<file path="config.mk">
export PLATFORM = sky130hd
export DESIGN_NAME = button_debounce_fsm_top
export DESIGN_NICKNAME = d
export VERILOG_FILES = /design/src/sv/bdf_pkg.sv /design/src/sv/bdf_core.sv /design/src/sv/button_debounce_fsm_top.sv
export SDC_FILE = /design/constraint.sdc
export NUM_CORES = 1
export LEC_CHECK = 0
export BUFFER_PORTS_ARGS = -buffer_cell sky130_fd_sc_hd__buf_4
export CELL_PAD_IN_SITES_DETAIL_PLACEMENT = 1
export CELL_PAD_IN_SITES_GLOBAL_PLACEMENT = 1
export CORE_MARGIN = 2
export CORE_UTILIZATION = 45
export DETAILED_ROUTE_END_ITERATION = 8
export PLACE_DENSITY = 0.93
export SYNTH_ARGS = -nofsm -noshare
export SYNTH_HDL_FRONTEND = slang
export SYNTH_SLANG_ARGS = --single-unit
export TNS_END_PERCENT = 30
</file>
<file path="constraint.sdc">
create_clock -name clk -period 5.5 [get_ports clk]
set_input_delay 0.825 -clock clk [delete_from_list [all_inputs] [get_ports clk]]
set_output_delay 0.825 -clock clk [all_outputs]
set_load 0.01 [all_outputs]
</file>
<file path="src/sv/bdf_pkg.sv">
// Shared types and constants for the push-button debouncer.
`timescale 1ns / 1ps

package bdf_pkg;

  localparam int unsigned CODE_W = 3;
  localparam int unsigned TICK_W = 16;
  localparam int unsigned REG_IDX_W = 1;

  localparam logic [TICK_W-1:0] TICKS_RESET = 16'd20;

  localparam logic [CODE_W-1:0] CODE_INACTIVE     = 3'd0;
  localparam logic [CODE_W-1:0] CODE_DB_PRESS     = 3'd1;
  localparam logic [CODE_W-1:0] CODE_ACTIVE       = 3'd2;
  localparam logic [CODE_W-1:0] CODE_WAIT_RELEASE = 3'd3;
  localparam logic [CODE_W-1:0] CODE_DB_RELEASE   = 3'd4;

  localparam logic [REG_IDX_W-1:0] REG_DEBOUNCE_TICKS = 1'b0;
  localparam logic [REG_IDX_W-1:0] REG_HOLDABLE       = 1'b1;

  localparam logic KIND_TICK   = 1'b0;
  localparam logic KIND_SAMPLE = 1'b1;

  typedef struct packed {
    logic              pressed;
    logic [CODE_W-1:0] state_code;
  } result_t;

endpackage

</file>
<file path="src/sv/bdf_core.sv">
// Debouncer state machine with its countdown and pressed flag.
`timescale 1ns / 1ps

module bdf_core (
  input  logic                        clk,
  input  logic                        rst,
  input  logic                        advance,
  input  logic                        kind,
  input  logic                        pin_level,
  input  logic [bdf_pkg::TICK_W-1:0]  debounce_ticks,
  input  logic                        holdable,
  output bdf_pkg::result_t            result_next
);
  import bdf_pkg::*;

  typedef enum logic [CODE_W-1:0] {
    ST_INACTIVE     = CODE_INACTIVE,
    ST_DB_PRESS     = CODE_DB_PRESS,
    ST_ACTIVE       = CODE_ACTIVE,
    ST_WAIT_RELEASE = CODE_WAIT_RELEASE,
    ST_DB_RELEASE   = CODE_DB_RELEASE
  } state_t;

  state_t            state;
  state_t            state_next;
  logic [TICK_W-1:0] countdown;
  logic [TICK_W-1:0] countdown_next;
  logic              pressed_flag;
  logic              pressed_flag_next;
  logic              cd_zero;

  assign cd_zero = (countdown == '0);

  always_comb begin
    state_next        = state;
    countdown_next    = countdown;
    pressed_flag_next = pressed_flag;
    if (kind == KIND_TICK) begin
      if (!cd_zero) begin
        countdown_next = countdown - 1'b1;
      end
    end else begin
      unique case (state)
        ST_DB_PRESS: begin
          if (!pin_level) begin
            state_next        = ST_INACTIVE;
            pressed_flag_next = 1'b0;
          end else if (cd_zero) begin
            state_next        = ST_ACTIVE;
            pressed_flag_next = 1'b1;
          end
        end
        ST_ACTIVE: begin
          if (holdable) begin
            if (pin_level) begin
              pressed_flag_next = 1'b1;
            end else begin
              state_next     = ST_DB_RELEASE;
              countdown_next = debounce_ticks;
            end
          end else begin
            state_next        = ST_WAIT_RELEASE;
            pressed_flag_next = 1'b1;
          end
        end
        ST_WAIT_RELEASE: begin
          pressed_flag_next = 1'b0;
          if (!pin_level) begin
            state_next     = ST_DB_RELEASE;
            countdown_next = debounce_ticks;
          end
        end
        ST_DB_RELEASE: begin
          if (pin_level) begin
            state_next        = holdable ? ST_ACTIVE : ST_WAIT_RELEASE;
            pressed_flag_next = holdable;
          end else if (cd_zero) begin
            state_next        = ST_INACTIVE;
            pressed_flag_next = 1'b0;
          end
        end
        default: begin
          pressed_flag_next = 1'b0;
          state_next        = ST_INACTIVE;
          if (pin_level) begin
            state_next     = ST_DB_PRESS;
            countdown_next = debounce_ticks;
          end
        end
      endcase
    end
  end

  assign result_next.pressed    = pressed_flag_next;
  assign result_next.state_code = state_next;

  always_ff @(posedge clk) begin
    if (rst) begin
      state        <= ST_INACTIVE;
      countdown    <= '0;
      pressed_flag <= 1'b0;
    end else if (advance) begin
      state        <= state_next;
      countdown    <= countdown_next;
      pressed_flag <= pressed_flag_next;
    end
  end

endmodule

</file>
<file path="src/sv/button_debounce_fsm_top.sv">
// Top level of the push-button debouncer with its output register and settings.
`timescale 1ns / 1ps

// Each input transfer is either a time tick (kind 0) or a button sample (kind 1) and
// gives exactly one result: the debounced pressed flag and the state code after that
// item. One item is taken every cycle while not stalled; its result is registered, and a
// new item is still taken while that result is transferred. Input is stalled only
// while a result waits and the output side stalls. The user writes the debounce tick
// count and holdable mode through the write port only while no item is in flight; the
// block does not enforce this. A new tick count applies at the next debounce load.

module button_debounce_fsm_top (
  input  logic                           clk,
  input  logic                           rst,
  input  logic                           in_valid,
  output logic                           in_stall,
  input  logic                           kind,
  input  logic                           pin_level,
  output logic                           out_valid,
  input  logic                           out_stall,
  output logic                           pressed,
  output logic [bdf_pkg::CODE_W-1:0]     state_code,
  input  logic                           wr_en,
  input  logic [bdf_pkg::REG_IDX_W-1:0]  wr_index,
  input  logic [bdf_pkg::TICK_W-1:0]     wr_data
);
  import bdf_pkg::*;

  logic              accept;
  logic [TICK_W-1:0] debounce_ticks;
  logic              holdable;
  result_t           result_next;
  result_t           result;

  assign in_stall = out_valid && out_stall;
  assign accept   = in_valid && !in_stall;

  always_ff @(posedge clk) begin
    if (rst) begin
      debounce_ticks <= TICKS_RESET;
      holdable       <= 1'b0;
    end else if (wr_en) begin
      unique case (wr_index)
        REG_DEBOUNCE_TICKS: debounce_ticks <= wr_data;
        REG_HOLDABLE:       holdable       <= wr_data[0];
        default:            ;
      endcase
    end
  end

  bdf_core u_core (
    .clk            (clk),
    .rst            (rst),
    .advance        (accept),
    .kind           (kind),
    .pin_level      (pin_level),
    .debounce_ticks (debounce_ticks),
    .holdable       (holdable),
    .result_next    (result_next)
  );

  always_ff @(posedge clk) begin
    if (rst) begin
      out_valid <= 1'b0;
    end else if (accept) begin
      out_valid <= 1'b1;
    end else if (!out_stall) begin
      out_valid <= 1'b0;
    end
  end

  always_ff @(posedge clk) begin
    if (accept) begin
      result <= result_next;
    end
  end

  assign pressed    = result.pressed;
  assign state_code = result.state_code;

`ifndef SYNTHESIS
  a_accept_gives_result: assert property (@(posedge clk) disable iff (rst)
    accept |=> out_valid)
    else $error("accepted item produced no result");

  a_stall_only_when_full: assert property (@(posedge clk) disable iff (rst)
    in_stall |-> out_valid)
    else $error("input stalled with empty output register");

  a_code_in_range: assert property (@(posedge clk) disable iff (rst)
    out_valid |-> (state_code <= CODE_DB_RELEASE))
    else $error("unused state code on output");

  a_pressed_state: assert property (@(posedge clk) disable iff (rst)
    (out_valid && pressed) |->
      (state_code != CODE_INACTIVE && state_code != CODE_DB_PRESS))
    else $error("pressed reported in a released state");
`endif

endmodule

</file>
==> impl_metrics.json, run 1 <==
{
  "arrival_ns": 3.18,
  "cts_resized": 0,
  "cts_made_buffers": 5,
  "grt_setup_unrepaired": "false",
  "pwr-share-comb_pct": 35.7,
  "finalSetupViolations": 0,
  "hpwl_um": 4622,
  "routedWlPerCell_um": 18.61,
  "power_w": 0.0009408,
  "initial_utilization_pct": 47.66,
  "maxCapViolCount": 0,
  "ios": 30,
  "antenna_found_initial": 0,
  "grt_pass1_vias": 2375,
  "tightest_slew_ns": 1.339,
  "core_sq_mm": 0.004817,
  "cts-root-buf": "clkbuf_8",
  "intPower_w": 0.0005888,
  "die-area_sq_mm": 0.005690,
  "p_per_area_mw_per_mm2": 366.3,
  "drive_above_1_share_pct": 14.15,
  "period_share_pct": 54.06,
  "dr_total_vias": 2303,
  "cts.sinks": 42,
  "ys_ff_latch": 42,
  "wl_met1_um": 2872,
  "syn_avg_cell_area_sq_um": 7.628,
  "num_antenna_cells": 0,
  "hold_start": "debounce_ticks[13]",
  "rr_startpoint": "u_core.countdown[0]",
  "synth_nets": 326,
  "ant_nets": 0,
  "critPathCaptureType": "register",
  "min_period_ns": 2.974,
  "whs_endpoint": "debounce_ticks[13]",
  "fmax_mhz": 336.3,
  "async_flop_share_pct": 0,
  "hp-class": "reg -> reg",
  "ys_seq_area_share_pct": 38.37,
  "firstDrtPassIters": 4,
  "dp_cells": 370,
  "yosysWarnings": 0,
  "cts.reportedPaths.clkPinSlew_ns": 0.08,
  "hold_viol_final": 0,
  "gr-usage-all-layers_pct": 26.52,
  "cts_buffer_depth": 2,
  "startpoint_type": "register",
  "postCtsSetupBuffers": 0,
  "dr.max_layer_used": "met4",
  "power.net_switching_w": 0.0003520,
  "die_y_um": 75.43,
  "place_congestion": 0.8368,
  "whs_ns": 0.4605,
  "skew_ns": 0.007612,
  "maxSlewHeadroom_pct": 10.17,
  "die_w_um": 75.43,
  "hold_depth": 2,
  "pwr-share-clk_pct": 25.0,
  "ir_drop_v": 0.0001798,
  "p_leak_nw": 0.9521,
  "drt-total-wl_um": 7033,
  "wl_met3_um": 326,
  "postSynthCellCount": 301,
  "synth_flop_cell": "dfxtp_1",
  "path_max_fanout": 17,
  "r2r_cells": 7,
  "vias_per_cell": 6.093,
  "cts_hold_buffers": 0,
  "insertion_delay_ns": 0.30,
  "pwr-share-seq_pct": 39.3,
  "cts_tree": "built",
  "io_buffers": 29,
  "final_util_pct": 53.32,
  "grt_pass1_wl_um": 11270,
  "route.detailed.drc": 0,
  "r2r-end": "u_core.countdown[2]",
  "overflow": 0,
  "reg2reg_slack_ns": 2.53,
  "tns_ns": 0,
  "path_class": "reg -> reg",
  "drt_iter0_markers": 111,
  "nets": 335,
  "synthToLayoutAreaGrowth_pct": 11.88,
  "drv_slew": 0,
  "dr_wl_met2_um": 3567,
  "std_cell_rows": 25,
  "synth_cell_types": 48,
  "required_ns": 5.70,
  "synth_edf_count": 4,
  "p_sw_share_pct": 37.41,
  "stdcell_count": 378,
  "synth_area_sq_mm": 0.002296,
  "grt_start_max_net_pins": 51,
  "outcome": "finished clean",
  "htreeDepth": 2
}
[per-layer routing]
metal  track usage, %  up-vias
li1                 -     1098
met1            30.01     1114
met2            46.67       69
met3            5.026       22
met4            14.81        0
met5                0        -
[worst max-delay path by stage]
stage	slack (ns)	start	cells after the start	endpoint
after CTS	2.58	u_core.countdown[0]	7	u_core.countdown[2]
final	2.53	u_core.countdown[0]	7	u_core.countdown[2]
after global routing	2.39	u_core.countdown[0]	7	u_core.countdown[2]
after global placement	2.73	out_stall	8	u_core.countdown[12]
after floorplan	3.08	out_stall	9	u_core.countdown[11]
after detailed placement	2.64	out_stall	8	u_core.countdown[8]
[flip-flops by register name, summed over array words and instances, names as in the netlist]
signal / cells
debounce_ticks: 16
holdable: 1
out_valid: 1
pressed: 1
state_code: 3
u_core.countdown: 16
u_core.pressed_flag: 1
u_core.state: 3
[area by class of cell]
| type | instances | area (sq um) |
|---|---|---|
| Clock buffer | 8 | 110.1 |
| Fill cell | 630 | 2248 |
| Inverter | 7 | 26.28 |
| Multi-Input combinational cell | 225 | 1250 |
| Sequential cell | 42 | 880.8 |
| Tap cell | 67 | 83.83 |
| Timing Repair Buffer | 29 | 217.7 |
[power by group through the flow]
stage | Combinational (W) | Sequential, W | Clock, W
floorplan | 0.000271 | 0.000364 | 0
CTS | 0.000333 | 0.000368 | 0.000236
finish | 0.000336 | 0.000370 | 0.000236
global route | 0.000369 | 0.000373 | 0.000248
global placement | 0.000308 | 0.000372 | 0
detailed placement | 0.000325 | 0.000375 | 0
[cells in the final DEF, fill, tap and decap left out, types with 2 or more instances in the layout]
cell      netlist  routed
inv_1           6       6
nand3_1         7       7
clkbuf_8        0       8
nand2b_1        5       5
a31oi_1         2       2
edfxtp_1        4       4
nor2b_1         2       2
nand2_1        50      50
dfxtp_1        38      38
and2_1          3       3
o21ai_0        10      10
nor3_1         14      14
a211oi_1        2       2
or4_1           2       2
a21oi_1        48      48
o32ai_1        12      12
nor4_1          6       6
xnor2_1         2       2
a22oi_1         7       7
or3_1           2       2
o21a_1          2       2
buf_4           0      29
nor2_1         26      26
[cell usage after synthesis (2+ instances only)]
| cell type | number | area [sq um] |
|---|---|---|
| nand2_1 | 50 | 187.7 |
| a21oi_1 | 48 | 240.2 |
| dfxtp_1 | 38 | 760.7 |
| nor2_1 | 26 | 97.59 |
| clkbuf_1 | 20 | 75.07 |
| nor3_1 | 14 | 70.07 |
| o32ai_1 | 12 | 105.1 |
| o21ai_0 | 10 | 50.05 |
| a22oi_1 | 7 | 52.55 |
| nand3_1 | 7 | 35.03 |
| inv_1 | 6 | 22.52 |
| nor4_1 | 6 | 37.54 |
| nand2b_1 | 5 | 31.28 |
| edfxtp_1 | 4 | 120.1 |
| and2_1 | 3 | 18.77 |
| buf_2 | 3 | 15.01 |
| buf_6 | 3 | 33.78 |
| a211oi_1 | 2 | 15.01 |
| a31oi_1 | 2 | 12.51 |
| nor2b_1 | 2 | 12.51 |
| o21a_1 | 2 | 15.01 |
| o31ai_1 | 2 | 15.01 |
| or3_1 | 2 | 12.51 |
| or4_1 | 2 | 15.01 |
| xnor2_1 | 2 | 17.52 |
[per-stage QoR]
| stage | instance area, sq um | setup WS (ns) |
|---|---|---|
| finish | 2569 | 2.526 |
| global route | 2569 | 2.392 |
| CTS | 2569 | 2.576 |
| detailed placement | 2459 | 2.637 |
| global placement | 2459 | 2.733 |
| floorplan | 2296 | 3.081 |
[cell families after synthesis]
group,count (synthesis),share of synthesized area (%)
xor+xnor,2,0.7631
buf+inv,34,7.411
fa+ha+maj,1,0.5449
mux,1,0.4360
flops,42,38.37
simple gates,126,26.59
compound gates,95,25.89
[worst max-delay path, cell delays in order (launching register included)]
cell,delay [ns]
dfxtp_1,0.34
inv_1,0.09
ha_1,0.23
or4b_1,0.66
nor4_4,0.55
or3_1,0.60
a21oi_1,0.18
o32ai_1,0.21
Note: power is estimated with default switching activity, not from simulation.
==> run 2, diff against run 1 <==
--- a/config.mk
+++ b/config.mk
@@ -9,9 +9,9 @@
 export CELL_PAD_IN_SITES_DETAIL_PLACEMENT = 1
 export CELL_PAD_IN_SITES_GLOBAL_PLACEMENT = 1
 export CORE_MARGIN = 2
-export CORE_UTILIZATION = 45
+export CORE_UTILIZATION = 42
 export DETAILED_ROUTE_END_ITERATION = 8
-export PLACE_DENSITY = 0.93
+export PLACE_DENSITY = 0.88
 export SYNTH_ARGS = -nofsm -noshare
 export SYNTH_HDL_FRONTEND = slang
 export SYNTH_SLANG_ARGS = --single-unit
==> constraint.sdc (replaced) <==
create_clock -name clk -period 2.9 [get_ports clk]
set_input_delay 0.435 -clock clk [delete_from_list [all_inputs] [get_ports clk]]
set_output_delay 0.435 -clock clk [all_outputs]
set_load 0.01 [all_outputs]
==> run 2 against run 1 <==
Via count shrank 0.96%. Fmax grew 16%. Largest cell class unchanged. Sequential power grew 89%. Critical endpoint is now state_code[1]. Critical path depth is the same. Worst hold slack lost 0.12 ns. Combinational power grew 90%.
==> impl_metrics.json, run 2 (synthesis gave the netlist of run 1 again) <==
{
  "io_buffers": 29,
  "cp_common_cell": "a21oi_1",
  "reg2reg_slack_ns": 0.33,
  "cts_tree": "built",
  "pwr-share-clk_pct": 24.3,
  "dr_total_vias": 2281,
  "required_ns": 3.04,
  "hold_depth": 3,
  "drive_above_1_share_pct": 15.77,
  "die_w_um": 77.94,
  "tightest_slew_ns": 0.6452,
  "hold_viol_final": 0,
  "r2r_cells": 7,
  "maxCapViolCount": 0,
  "insertion_delay_ns": 0.30,
  "pwr-share-seq_pct": 39.6,
  "synthToLayoutAreaGrowth_pct": 13.73,
  "p_leak_nw": 0.9786,
  "core_sq_mm": 0.005205,
  "drt_iter0_markers": 76,
  "drv_slew": 0,
  "startpoint_type": "register",
  "hpwl_um": 4436,
  "critPathCaptureType": "register",
  "nets": 341,
  "detailedPlace.worstSlack_ns": 0.3696,
  "pwr-share-comb_pct": 36.1,
  "cts.sinks": 42,
  "p_sw_share_pct": 36.67,
  "htreeDepth": 2,
  "ios": 30,
  "grt_pass1_wl_um": 10990,
  "whs_endpoint": "debounce_ticks[4]",
  "intPower_w": 0.001118,
  "period_share_pct": 88.68,
  "grt_start_max_net_pins": 51,
  "fmax_mhz": 388.8,
  "power.net_switching_w": 0.0006476,
  "postCtsSetupBuffers": 0,
  "cts_buffer_depth": 2,
  "route.detailed.drc": 0,
  "grt_pass1_vias": 2280,
  "cts-root-buf": "clkbuf_8",
  "die-area_sq_mm": 0.006074,
  "hp-class": "in -> reg",
  "num_antenna_cells": 0,
  "drt-total-wl_um": 6507,
  "grt_setup_unrepaired": "false",
  "vias_per_cell": 5.894,
  "min_period_ns": 2.572,
  "path_max_fanout": 9,
  "tns_ns": 0,
  "routedWlPerCell_um": 16.81,
  "worst_path_largest_cell_delay_ns": 0.64,
  "maxSlewHeadroom_pct": 56.99,
  "reg_top3": "debounce_ticks (16), u_core.countdown (16)",
  "place_congestion": 0.8291,
  "ant_nets": 0,
  "firstDrtPassIters": 4,
  "antenna_found_initial": 0,
  "finalInstanceArea_sq_mm": 0.002611,
  "std_cell_rows": 26,
  "final_common_cell": "nand2_1",
  "gr-usage-all-layers_pct": 22.68,
  "r2r-end": "state_code[1]",
  "ir_drop_v": 0.0004309,
  "die_y_um": 77.94,
  "arrival_ns": 2.72,
  "hold_start": "wr_data[4]",
  "cts_hold_buffers": 0,
  "slowest_stage": "or4b_1",
  "initial_utilization_pct": 44.11,
  "mostFrequentLayoutCells": "nand2_1 (50), a21oi_1 (48), dfxtp_1 (38)",
  "overflow": 0,
  "placed_cell_area_sq_mm": 0.002507,
  "cts_resized": 0,
  "cts_made_buffers": 5,
  "cts.reportedPaths.clkPinSlew_ns": 0.08,
  "worstPathCellList": "inv_1, ha_1, or4b_1, nor4_4, a21oi_1, o32a_1, a21oi_1",
  "finalSetupViolations": 0,
  "worst_slack_ns": 0.3282,
  "rr_startpoint": "u_core.countdown[0]",
  "skew_ns": 0.005072,
  "p_per_area_mw_per_mm2": 676.2,
  "path_class": "reg -> reg",
  "outcome": "finished clean"
}
-- run 2: cell count changes in the layout (fill, tap and decap cells not counted) --
cell / previous run / this run
clkinv_2: 0 / 2
buf_4: 29 / 35
clkbuf_16: 0 / 1
clkbuf_8: 8 / 5
-- run 2: worst max path at each step --
stage	startpoint	endpoint	slack, ns
CTS	u_core.countdown[0]	u_core.countdown[12]	0.36
floorplan	u_core.countdown[0]	state_code[2]	0.68
detailed placement	u_core.countdown[0]	u_core.countdown[12]	0.37
finish	u_core.countdown[0]	state_code[1]	0.33
global placement	u_core.countdown[0]	u_core.countdown[10]	0.45
global route	u_core.countdown[0]	state_code[1]	0.16
-- run 2: worst max-delay path: cells and delay by family (launching register included) --
kind            cells  cell delay, ns
compound gates      3            0.64
flops               1            0.34
simple gates        2            1.14
fa+ha+maj           1            0.22
buf+inv             1            0.08
-- run 2: stage by stage --
stage               hold WS (ns)  std cells  power (W)  utilization [%]
floorplan                 0.4317        301   0.001203                -
global placement          0.4438        379   0.001318            48.17
detailed placement        0.4551        379   0.001342            48.17
CTS                       0.3350        387   0.001774            50.17
global route              0.3413        387   0.001889            50.17
finish                    0.3375        387   0.001766            50.17
-- run 2: layout make-up --
cell class,count,area [sq um]
clock inverter,2,10.01
sequential,42,880.8
fill,654,2594
multi-input combinational,225,1250
inverter,7,26.28
tap,70,87.58
timing repair buffer,35,262.8
clock buffer,6,93.84
-- run 2: routing by layer --
metal | GRT usage, % | up-vias | share of wire, %
met2 | 38.53 | 44 | 49
met1 | 28.66 | 1120 | 46
met5 | 0 | - | 0
met4 | 8.070 | 0 | 1.5
met3 | 4.186 | 8 | 3.5
li1 | - | 1109 | -
-- run 2: power by group through the flow --
stage,sequential [W],combinational [W],clock (W)
final,0.000699,0.000637,0.000429
after global placement,0.000706,0.000612,0
after global routing,0.000707,0.000710,0.000472
after floorplan,0.000690,0.000513,0
after detailed placement,0.000710,0.000632,0
after CTS,0.000698,0.000635,0.000441
==> run 3, diff against run 2 <==
--- a/config.mk
+++ b/config.mk
@@ -5,10 +5,9 @@
 export SDC_FILE = /design/constraint.sdc
 export NUM_CORES = 1
 export LEC_CHECK = 0
-export BUFFER_PORTS_ARGS = -buffer_cell sky130_fd_sc_hd__buf_4
-export CELL_PAD_IN_SITES_DETAIL_PLACEMENT = 1
+export BUFFER_PORTS_ARGS = -buffer_cell sky130_fd_sc_hd__buf_2
+export CELL_PAD_IN_SITES_DETAIL_PLACEMENT = 0
 export CELL_PAD_IN_SITES_GLOBAL_PLACEMENT = 1
-export CORE_MARGIN = 2
 export CORE_UTILIZATION = 42
 export DETAILED_ROUTE_END_ITERATION = 8
 export PLACE_DENSITY = 0.88
==> run 3 against run 2 <==
Routed wire length fell by 15%. Die area fell by 5.1%. Clock-buffer cell count rose by 2. Combinational power rose by 1%. Clock power fell by 3%. Register-to-register slack improved by 0.09 ns. First-iteration DRC count rose by 16%. Clock skew fell by 0.0023 ns. Power fell by 0.57%. Sequential cell count did not move.
==> impl_metrics.json, run 3 (synthesis gave the netlist of run 1 again) <==
{
  "outcome": "finished clean",
  "cts_made_buffers": 5,
  "startpoint": "u_core.countdown[0]",
  "startpoint_type": "register",
  "cts_tree": "built",
  "die_y_um": 75.94,
  "tightest_slew_ns": 0.5821,
  "grt_setup_unrepaired": "false",
  "finalSetupViolations": 0,
  "critPathCaptureType": "register",
  "cts_resized": 0,
  "layout.filler_cells": 518,
  "r2r-end": "state_code[1]",
  "core_sq_mm": 0.005172,
  "p_per_area_mw_per_mm2": 678.9,
  "grt_pass1_vias": 2063,
  "hold_viol_final": 0,
  "cts-root-buf": "clkbuf_8",
  "grt_pass1_wl_um": 9390,
  "placed_cell_area_sq_mm": 0.002485,
  "hp-class": "in -> reg",
  "path_max_fanout": 9,
  "drt-total-wl_um": 5506,
  "critPathCapture": "state_code[1]",
  "die_w_um": 75.94,
  "cts.sinks": 42,
  "path_class": "reg -> reg",
  "antenna_found_initial": 0,
  "overflow": 0,
  "io_buffers": 29,
  "htreeDepth": 2,
  "nets": 346,
  "p_leak_nw": 0.9797,
  "finalInstanceArea_sq_mm": 0.002586,
  "insertion_delay_ns": 0.29,
  "final-seq-area_sq_um": 880.8,
  "grt_start_max_net_pins": 35,
  "drive_above_1_share_pct": 16.46,
  "route.detailed.drc": 0,
  "die-area_sq_mm": 0.005766,
  "routedWlPerCell_um": 14.05,
  "postCtsSetupBuffers": 0,
  "gr-usage-all-layers_pct": 19.99,
  "cts.reportedPaths.clkPinSlew_ns": 0.07,
  "final_util_pct": 50.00,
  "ios": 30,
  "hold_start": "wr_data[2]",
  "initial_utilization_pct": 44.39,
  "reg2reg_slack_ns": 0.42,
  "synthToLayoutAreaGrowth_pct": 12.64,
  "reg_top3": "debounce_ticks (16), u_core.countdown (16)",
  "ant_nets": 0,
  "hpwl_um": 3849,
  "dr_total_vias": 2223,
  "multi_input_area_sq_mm": 0.001250,
  "drv_slew": 0,
  "maxSlewHeadroom_pct": 61.19,
  "drt_iter0_markers": 88,
  "rr_startpoint": "u_core.countdown[0]",
  "mostFrequentLayoutCells": "nand2_1 (50), a21oi_1 (48), dfxtp_1 (38)",
  "place_congestion": 0.8784,
  "tns_ns": 0,
  "cts_buffer_depth": 2,
  "final_common_cell": "nand2_1",
  "fmax_mhz": 403.3,
  "ir_drop_v": 0.0002681,
  "cts_hold_buffers": 0,
  "period_share_pct": 85.51,
  "r2r_cells": 8,
  "firstDrtPassIters": 5,
  "min_period_ns": 2.480,
  "arrival_ns": 2.63,
  "std_cell_rows": 26,
  "maxCapViolCount": 0,
  "skew_ns": 0.002796,
  "vias_per_cell": 5.671,
  "required_ns": 3.05,
  "num_antenna_cells": 0
}
-- run 3: changes by cell type in the layout (fill, tap and decap cells not counted) --
cell / before / now
buf_4: 35 / 10
clkbuf_1: 0 / 2
clkinv_2: 2 / 0
buf_12: 0 / 1
buf_2: 0 / 29
-- run 3: how the worst min path moves through the flow --
stage	endpoint	depth (start not counted)
floorplan	debounce_ticks[13]	2
global placement	debounce_ticks[1]	2
detailed placement	debounce_ticks[8]	2
CTS	debounce_ticks[4]	3
global route	debounce_ticks[2]	3
finish	debounce_ticks[2]	3
-- run 3: per-stage QoR --
step | hold slack [ns] | total power (W) | setup slack (ns) | instances
5_1_grt | 0.3456 | 0.001872 | 0.3009 | 392
3_5_place_dp | 0.4480 | 0.001347 | 0.4454 | 384
2_1_floorplan | 0.4317 | 0.001203 | 0.6798 | 301
3_3_place_gp | 0.4441 | 0.001340 | 0.5166 | 384
6_report | 0.3437 | 0.001756 | 0.4204 | 392
4_1_cts | 0.3402 | 0.001764 | 0.4246 | 392
-- run 3: worst max-delay path, cell delays in order, from the launching register on --
cell and delay (ns):
dfxtp_1 0.34, inv_1 0.08, ha_1 0.21, or4b_1 0.64, nor4_4 0.35, buf_4 0.18, a21oi_1 0.06, o32a_1 0.32
a21oi_1 0.15
-- run 3: per-layer routing --
metal  vias up  track usage, %  part of all wire [%]
met5         -               0                     0
met1      1025           26.18                    46
met4         0           7.500                   1.5
met3         8           3.253                   4.8
li1       1123               -                     -
met2        67           33.00                    47
-- run 3: report_power, final --
group / leakage [nW] / internal [W] / switching (W) / total (W)
clock network: 0.0506 / 0.000223 / 0.000191 / 0.000414
registers: 0.350 / 0.000641 / 0.0000548 / 0.000696
logic: 0.579 / 0.000277 / 0.000369 / 0.000646
-- run 3: area by class of cell --
| cell class | count | share of cell area, % |
|---|---|---|
| flip-flops and latches | 42 | 34.06 |
| well taps | 70 | 3.387 |
| repair buffers | 40 | 9.289 |
| multi-input cells | 225 | 48.33 |
| inverters | 7 | 1.016 |
| clock buffers | 8 | 3.919 |
